===== src/design/backslash_csv_text_unescaper_core_macros.svh =====
// Assertion macros used by the unescaper top level.
`ifndef BACKSLASH_CSV_TEXT_UNESCAPER_CORE_MACROS_SVH
`define BACKSLASH_CSV_TEXT_UNESCAPER_CORE_MACROS_SVH

// Checked on every clock edge outside reset.
`define BCU_ASSERT(lbl, prop, msg) \
  lbl: assert property (@(posedge clk) disable iff (rst) prop) else $error(msg);

// Checked on every clock edge, reset included.
`define BCU_ASSERT_ALWAYS(lbl, prop, msg) \
  lbl: assert property (@(posedge clk) prop) else $error(msg);

`endif


===== src/design/bcu_pkg.sv =====
// Types and constants shared by the unescaper modules.
package bcu_pkg;

  // Special characters.
  localparam logic [7:0] CH_BSL   = 8'h5C;
  localparam logic [7:0] CH_N     = 8'h6E;
  localparam logic [7:0] CH_QUOTE = 8'h22;
  localparam logic [7:0] CH_LF    = 8'h0A;
  localparam logic [7:0] CH_NUL   = 8'h00;

  // Status codes of a result.
  localparam logic [2:0] STS_OK          = 3'd0;
  localparam logic [2:0] STS_NUL         = 3'd1;
  localparam logic [2:0] STS_ESC_AT_END  = 3'd2;
  localparam logic [2:0] STS_BAD_ESC     = 3'd3;
  localparam logic [2:0] STS_BSL_QUOTE   = 3'd4;
  localparam logic [2:0] STS_QUOTE_END   = 3'd5;
  localparam logic [2:0] STS_UNDOUBLED   = 3'd6;
  localparam logic [2:0] STS_RAW_CHAR    = 3'd7;

  // Configuration register indexes.
  localparam logic CFG_CSV_QUOTES     = 1'b0;
  localparam logic CFG_NUL_TERMINATES = 1'b1;

  // Byte classes found by the front end.
  typedef enum logic [2:0] {
    CLS_OTHER = 3'd0,
    CLS_BSL   = 3'd1,
    CLS_N     = 3'd2,
    CLS_QUOTE = 3'd3,
    CLS_LF    = 3'd4,
    CLS_NUL   = 3'd5
  } byte_class_t;

  // One classified request as it sits in the queue.
  typedef struct packed {
    logic [7:0]  data;
    logic        last;
    byte_class_t cls;
  } item_t;

  // Configuration seen by the decoder.
  typedef struct packed {
    logic csv_quotes;
    logic nul_terminates;
  } cfg_t;

endpackage


===== src/design/bcu_front.sv =====
// Front end: accepts request bytes and classifies them for the decoder.
module bcu_front (
  input  logic          in_valid,
  output logic          in_ready,
  input  logic [7:0]    in_byte,
  input  logic          is_last,
  input  logic          queue_full,
  output logic          push,
  output bcu_pkg::item_t item
);

  // A request is taken whenever the queue has room.
  assign in_ready = !queue_full;
  assign push     = in_valid && !queue_full;

  // Classify the byte so the decoder's decisions only look at a small code.
  always_comb begin
    item.data = in_byte;
    item.last = is_last;
    case (in_byte)
      bcu_pkg::CH_BSL:   item.cls = bcu_pkg::CLS_BSL;
      bcu_pkg::CH_N:     item.cls = bcu_pkg::CLS_N;
      bcu_pkg::CH_QUOTE: item.cls = bcu_pkg::CLS_QUOTE;
      bcu_pkg::CH_LF:    item.cls = bcu_pkg::CLS_LF;
      bcu_pkg::CH_NUL:   item.cls = bcu_pkg::CLS_NUL;
      default:           item.cls = bcu_pkg::CLS_OTHER;
    endcase
  end

endmodule


===== src/design/bcu_fifo.sv =====
// Short queue of classified requests between front end and decoder.
module bcu_fifo #(
  parameter int DEPTH = 2
) (
  input  logic           clk,
  input  logic           rst,
  input  logic           push,
  input  bcu_pkg::item_t wr_item,
  input  logic           pop,
  output bcu_pkg::item_t rd_item,
  output logic           full,
  output logic           not_empty
);

  localparam int PW = (DEPTH > 1) ? $clog2(DEPTH) : 1;
  localparam int CW = $clog2(DEPTH + 1);

  bcu_pkg::item_t  entries [DEPTH];
  logic [PW-1:0]   wr_ptr;
  logic [PW-1:0]   rd_ptr;
  logic [CW-1:0]   count;

  assign full      = (count == CW'(DEPTH));
  assign not_empty = (count != '0);
  assign rd_item   = entries[rd_ptr];

  // Entry storage.
  always_ff @(posedge clk) begin
    if (push) begin
      entries[wr_ptr] <= wr_item;
    end
  end

  // Pointers and fill count.
  always_ff @(posedge clk) begin
    if (rst) begin
      wr_ptr <= '0;
      rd_ptr <= '0;
      count  <= '0;
    end else begin
      if (push) begin
        wr_ptr <= (wr_ptr == PW'(DEPTH - 1)) ? '0 : wr_ptr + 1'b1;
      end
      if (pop) begin
        rd_ptr <= (rd_ptr == PW'(DEPTH - 1)) ? '0 : rd_ptr + 1'b1;
      end
      if (push && !pop) begin
        count <= count + 1'b1;
      end else if (pop && !push) begin
        count <= count - 1'b1;
      end
    end
  end

endmodule


===== src/design/bcu_back.sv =====
// Decoder: runs the escape state machine and holds the result register.
module bcu_back (
  input  logic           clk,
  input  logic           rst,
  input  bcu_pkg::cfg_t  cfg,
  input  bcu_pkg::item_t item,
  input  logic           item_avail,
  output logic           pop,
  output logic           out_valid,
  input  logic           out_ready,
  output logic [7:0]     out_byte,
  output logic           has_byte,
  output logic           text_end,
  output logic [2:0]     status
);

  typedef enum logic [3:0] {
    MODE_NORMAL  = 4'b0001,
    MODE_ESC     = 4'b0010,
    MODE_QUOTE   = 4'b0100,
    MODE_DISCARD = 4'b1000
  } mode_t;

  mode_t      mode;
  mode_t      mode_next;
  logic       emit;
  logic [7:0] res_byte;
  logic       res_has;
  logic       res_end;
  logic [2:0] res_status;
  logic       fail;
  logic       give;
  logic [2:0] fail_status;
  logic [7:0] give_byte;

  // Take the next request when the result register is free or being drained.
  assign pop = item_avail && (!out_valid || out_ready);

  // Decide what the request does in the current mode.
  always_comb begin
    fail        = 1'b0;
    give        = 1'b0;
    fail_status = bcu_pkg::STS_OK;
    give_byte   = item.data;
    mode_next   = mode;
    emit        = 1'b0;
    res_byte    = '0;
    res_has     = 1'b0;
    res_end     = 1'b0;
    res_status  = bcu_pkg::STS_OK;
    case (mode)
      MODE_DISCARD: begin
        if (item.last) begin
          mode_next = MODE_NORMAL;
        end
      end
      MODE_ESC: begin
        case (item.cls)
          bcu_pkg::CLS_BSL: begin
            give      = 1'b1;
            give_byte = bcu_pkg::CH_BSL;
          end
          bcu_pkg::CLS_N: begin
            give      = 1'b1;
            give_byte = bcu_pkg::CH_LF;
          end
          bcu_pkg::CLS_QUOTE: begin
            if (cfg.csv_quotes) begin
              fail        = 1'b1;
              fail_status = bcu_pkg::STS_BSL_QUOTE;
            end else begin
              give      = 1'b1;
              give_byte = bcu_pkg::CH_QUOTE;
            end
          end
          default: begin
            fail        = 1'b1;
            fail_status = bcu_pkg::STS_BAD_ESC;
          end
        endcase
      end
      MODE_QUOTE: begin
        if (item.cls == bcu_pkg::CLS_QUOTE) begin
          give      = 1'b1;
          give_byte = bcu_pkg::CH_QUOTE;
        end else begin
          fail        = 1'b1;
          fail_status = bcu_pkg::STS_UNDOUBLED;
        end
      end
      default: begin
        case (item.cls)
          bcu_pkg::CLS_NUL: begin
            if (cfg.nul_terminates) begin
              // Normal end of text on NUL: same shape as a failure, status ok.
              fail        = 1'b1;
              fail_status = bcu_pkg::STS_OK;
            end else begin
              fail        = 1'b1;
              fail_status = bcu_pkg::STS_NUL;
            end
          end
          bcu_pkg::CLS_BSL: begin
            if (item.last) begin
              fail        = 1'b1;
              fail_status = bcu_pkg::STS_ESC_AT_END;
            end else begin
              mode_next = MODE_ESC;
            end
          end
          bcu_pkg::CLS_QUOTE: begin
            if (!cfg.csv_quotes) begin
              fail        = 1'b1;
              fail_status = bcu_pkg::STS_RAW_CHAR;
            end else if (item.last) begin
              fail        = 1'b1;
              fail_status = bcu_pkg::STS_QUOTE_END;
            end else begin
              mode_next = MODE_QUOTE;
            end
          end
          bcu_pkg::CLS_LF: begin
            fail        = 1'b1;
            fail_status = bcu_pkg::STS_RAW_CHAR;
          end
          default: begin
            give = 1'b1;
          end
        endcase
      end
    endcase

    // Shape the result.
    if (fail) begin
      emit       = 1'b1;
      res_end    = 1'b1;
      res_status = fail_status;
      mode_next  = item.last ? MODE_NORMAL : MODE_DISCARD;
    end else if (give) begin
      emit      = 1'b1;
      res_byte  = give_byte;
      res_has   = 1'b1;
      res_end   = item.last;
      mode_next = MODE_NORMAL;
    end
  end

  // Mode register and output valid.
  always_ff @(posedge clk) begin
    if (rst) begin
      mode      <= MODE_NORMAL;
      out_valid <= 1'b0;
    end else begin
      if (pop) begin
        mode      <= mode_next;
        out_valid <= emit;
      end else if (out_ready) begin
        out_valid <= 1'b0;
      end
    end
  end

  // Result payload register.
  always_ff @(posedge clk) begin
    if (pop && emit) begin
      out_byte <= res_byte;
      has_byte <= res_has;
      text_end <= res_end;
      status   <= res_status;
    end
  end

endmodule


===== src/design/backslash_csv_text_unescaper_core.sv =====
// An accepted request is stored in the queue, then popped by the decoder; any result it gives is registered.
// Throughput: one byte per cycle while the queue has room; the decoder state machine retires one queued
// request per cycle whenever the result register is free or being taken.
// A two-entry queue lets the front end keep accepting while a result waits.
// Reset (rst, synchronous): decoder back to normal mode, both configuration registers to 0,
// queue and result register emptied.
`include "backslash_csv_text_unescaper_core_macros.svh"

module backslash_csv_text_unescaper_core #(
  parameter int QUEUE_DEPTH = 2
) (
  input  logic       clk,
  input  logic       rst,
  input  logic       in_valid,
  output logic       in_ready,
  input  logic [7:0] in_byte,
  input  logic       is_last,
  output logic       out_valid,
  input  logic       out_ready,
  output logic [7:0] out_byte,
  output logic       has_byte,
  output logic       text_end,
  output logic [2:0] status,
  input  logic       cfg_we,
  input  logic       cfg_index,
  input  logic       cfg_data
);

  bcu_pkg::cfg_t  cfg;
  bcu_pkg::item_t front_item;
  bcu_pkg::item_t queue_item;
  logic           push;
  logic           pop;
  logic           queue_full;
  logic           queue_avail;

  // Configuration registers.
  always_ff @(posedge clk) begin
    if (rst) begin
      cfg <= '0;
    end else if (cfg_we) begin
      case (cfg_index)
        bcu_pkg::CFG_CSV_QUOTES:     cfg.csv_quotes     <= cfg_data;
        bcu_pkg::CFG_NUL_TERMINATES: cfg.nul_terminates <= cfg_data;
        default: ;
      endcase
    end
  end

  bcu_front u_front (
    .in_valid   (in_valid),
    .in_ready   (in_ready),
    .in_byte    (in_byte),
    .is_last    (is_last),
    .queue_full (queue_full),
    .push       (push),
    .item       (front_item)
  );

  bcu_fifo #(
    .DEPTH (QUEUE_DEPTH)
  ) u_fifo (
    .clk       (clk),
    .rst       (rst),
    .push      (push),
    .wr_item   (front_item),
    .pop       (pop),
    .rd_item   (queue_item),
    .full      (queue_full),
    .not_empty (queue_avail)
  );

  bcu_back u_back (
    .clk        (clk),
    .rst        (rst),
    .cfg        (cfg),
    .item       (queue_item),
    .item_avail (queue_avail),
    .pop        (pop),
    .out_valid  (out_valid),
    .out_ready  (out_ready),
    .out_byte   (out_byte),
    .has_byte   (has_byte),
    .text_end   (text_end),
    .status     (status)
  );

  // A decoded character always carries an ok status.
  `BCU_ASSERT(a_byte_ok, out_valid && has_byte |-> status == bcu_pkg::STS_OK, "byte with error status")
  // A result without a character ends the text and carries a zero byte.
  `BCU_ASSERT(a_end_nobyte, out_valid && !has_byte |-> text_end && out_byte == 8'h00, "bad end result")
  // Nothing leaves the block right after reset.
  `BCU_ASSERT_ALWAYS(a_reset_empty, rst |=> !out_valid, "result valid after reset")

endmodule

===== config.mk =====
export PLATFORM = sky130hd
export DESIGN_NAME = backslash_csv_text_unescaper_core
export DESIGN_NICKNAME = d
export VERILOG_FILES = /design/src/design/bcu_pkg.sv /design/src/design/bcu_front.sv /design/src/design/bcu_fifo.sv /design/src/design/bcu_back.sv /design/src/design/backslash_csv_text_unescaper_core.sv
export VERILOG_INCLUDE_DIRS = /design/src /design/src/design
export SDC_FILE = /design/constraint.sdc
export NUM_CORES = 1
export LEC_CHECK = 0
export BUFFER_PORTS_ARGS = -buffer_cell sky130_fd_sc_hd__buf_2
export CORE_ASPECT_RATIO = 1.25
export CORE_MARGIN = 3
export CORE_UTILIZATION = 57
export DETAILED_ROUTE_END_ITERATION = 8
export GPL_TIMING_DRIVEN = 0
export PLACE_DENSITY = 0.77
export SETUP_SLACK_MARGIN = 0.15
export SYNTH_ARGS = -nofsm -noshare
export SYNTH_HDL_FRONTEND = slang
export SYNTH_SLANG_ARGS = --single-unit

===== constraint.sdc =====
create_clock -name clk -period 2.9 [get_ports clk]
set_input_delay 0.58 -clock clk [delete_from_list [all_inputs] [get_ports clk]]
set_output_delay 0.58 -clock clk [all_outputs]
set_load 0.05 [all_outputs]

==> impl_metrics.json <==
{
  "vias": 1640,
  "grt_pass1_wl_um": 6870,
  "netlist.area_leader.share_pct": 47.0,
  "synth_area_um2": 2370,
  "initial_utilization_pct": 61.0,
  "hold_viol": 0,
  "min_period_ns": 2.50,
  "leakagePower_nw": 0.966,
  "vias_per_cell": 5.66,
  "antennaDiodeCount": 0,
  "period_share_pct": 86.4,
  "cts-root-buf": "clkbuf_8",
  "place_area_um2": 2580,
  "layout_setup_ws_ns": 0.396,
  "grt_pass1_vias": 1543,
  "port-buffer-count": 29,
  "drt_pass1_iterations": 4,
  "drive_gt1_share_pct": 23.7,
  "dp_slack_ns": -0.0494,
  "ys_warn_count": 0,
  "crit_fanout": 13,
  "sw_frac_of_total_pct": 42.9,
  "maxSlewHeadroom_pct": 34.3,
  "rsz0062_at_grt": "false",
  "internal_power_mw": 1.55,
  "grtUsageTotal_pct": 17.7,
  "n_fill_cell": 340,
  "hold_buffers": 0,
  "setup-tns-final_ns": 0,
  "p_clk_share_pct": 13.9,
  "synth_cell_type_count": 50,
  "syn_nets": 216,
  "io-pin-count": 31,
  "ys_seq_elements": 49,
  "clk_latency_ns": 0.29,
  "synth_common_cells": "37 x edfxtp_1, 21 x nor2_1, 17 x nand2_1",
  "wl_per_cell_um": 14.2,
  "maxCapViolations": 0,
  "grt_max_degree": 15,
  "area_growth_pct": 13.0,
  "die_h_um": 78.0,
  "die_x_um": 63.6,
  "synth_area_leader_cell": "edfxtp_1",
  "grt-ovfl-total": 0,
  "synth_most_common_cell": "edfxtp_1",
  "critPathKind": "reg -> reg",
  "cts_tree": "yes",
  "final_max_slew_viol_count": 0,
  "status": "completed",
  "synth_edf_count": 37,
  "async_reset_ff_share_pct": 0,
  "cts.path.max_buffers": 2,
  "wl_um": 4110,
  "ant_nets": 0,
  "ys_seq_area_share_pct": 57.1,
  "netlist_top_cells_area": "edfxtp_1 47%, dfxtp_1 10%, mux2i_1 3.8%",
  "power_frac_comb_pct": 45.7,
  "antenna_found_initial": 0,
  "final.setup_skew_ns": 0.00608,
  "holdCritPathClass": "in -> reg",
  "synth_flop_cell": "edfxtp_1",
  "die-area_um2": 4960,
  "fmax_ghz": 0.399,
  "required_ns": 2.85,
  "post-dp-hpwl_um": 3040,
  "cp.arrival_ns": 2.46,
  "drt_iter0_drc": 90,
  "end_kind": "flip-flop",
  "cts.sinks": 49,
  "clkTransAtPathRegs_ns": 0.08,
  "drc_errors": 0,
  "synthCells": 199,
  "pwr-share-seq_pct": 40.4,
  "power_switching_mw": 1.17,
  "htree_levels": 2,
  "coreArea_um2": 3880,
  "nNetsFinal": 252,
  "final_area_um2": 2670,
  "numCtsBuffers": 5,
  "avgSynthCellArea_um2": 11.9,
  "rows": 25,
  "ir_drop_v": 0.000540,
  "startpoint_type": "flip-flop",
  "cellPowerDensity_nw_per_um2": 1020,
  "setup_viol": 0,
  "tightest_slew_ns": 0.981,
  "place.gp.congestion": 0.818
}
-- placed cells by master (no fill, tap or decap), types with 3 or more instances in the layout --
cell type and instances:
nand2_1 17, o21ai_0 15, nor2_1 21, mux2i_1 9
edfxtp_1 37, dfxtp_1 12, a21oi_1 9, clkbuf_8 5
nand3_1 9, a31oi_1 4, o21ai_1 4, mux2_4 3
buf_2 29, inv_1 6, a32oi_1 3, clkbuf_1 3
xor2_1 5
-- flip-flops by register name, indices dropped and copies added (netlist names), 2 cells and up, named ones only --
register	count
u_back.status	3
cfg	2
u_back.mode	4
u_fifo.count	2
u_back.out_byte	8
u_fifo.entries	24
-- metal layers --
| layer | part of all wire [%] | GRT usage (%) |
|---|---|---|
| met2 | 50 | 28.9 |
| met1 | 43 | 22.8 |
| met5 | 0 | 0 |
| met3 | 5.8 | 3.43 |
| met4 | 1.4 | 7.56 |
-- final timing paths --
kind	start	endpoint	slack, ns	depth (start not counted)
max	u_back.mode[2]	u_back.out_byte[7]	0.40	6
min	is_last	u_fifo.entries[0][3]	0.48	1
max reg2reg	u_back.mode[2]	u_back.out_byte[7]	0.40	6
min reg2reg	cfg[0]	cfg[0]	0.48	2
-- what timing repair did --
item,in CTS,in global routing
setup buffers,0,0
setup endpoints to repair,13,13
resized for setup,1,1
-- power groups by stage --
stage / sequential, mW / combinational (mW) / clock (mW)
after floorplan: 1.48 / 0.614 / 0
after global placement: 1.11 / 1.21 / 0
after detailed placement: 1.12 / 1.23 / 0
after CTS: 1.10 / 1.23 / 0.386
after global routing: 1.13 / 1.34 / 0.416
final: 1.10 / 1.24 / 0.378
-- cell families (layout without fill, tap and decap cells) --
logic type / count (synthesis) / count (layout) / synth area share, %
AOI/OAI and AO/OA: 47 / 47 / 12.9
muxes: 17 / 17 / 8.67
buffers and inverters: 11 / 48 / 2.54
adders and majority gates: 1 / 1 / 0.529
and+or+nand+nor: 67 / 67 / 15.7
xor gates and xnor gates: 7 / 7 / 2.59
DFF: 49 / 49 / 57.1
-- per-stage QoR --
stage	cells	hold WS (ns)	total power [mW]	util (%)
finish	290	0.475	2.72	68.9
global route	290	0.463	2.88	68.9
CTS	290	0.468	2.72	68.7
detailed placement	282	0.463	2.35	66.5
global placement	282	0.459	2.32	66.5
floorplan	199	0.437	2.09	-
-- area by class of cell --
type                       count  area (um^2)  share of cell area (%)
tap                           54         67.6                    2.53
sequential                    49         1350                    50.5
inverter                       7         26.3                   0.983
multi-input combinational    139          966                    36.1
clock buffer                   7         76.3                    2.85
buffer                         4         33.8                    1.26
clock inverter                 1         7.51                   0.281
timing repair buffer          29          145                    5.43
-- critical path, stage by stage, from the launching register on --
cell	delay, ns
dfxtp_1	0.48
xor2_1	0.10
o211ai_1	0.47
nand3_1	0.37
and2_1	0.26
buf_6	0.14
a21oi_4	0.34
Power figures use the tool's default switching activity.
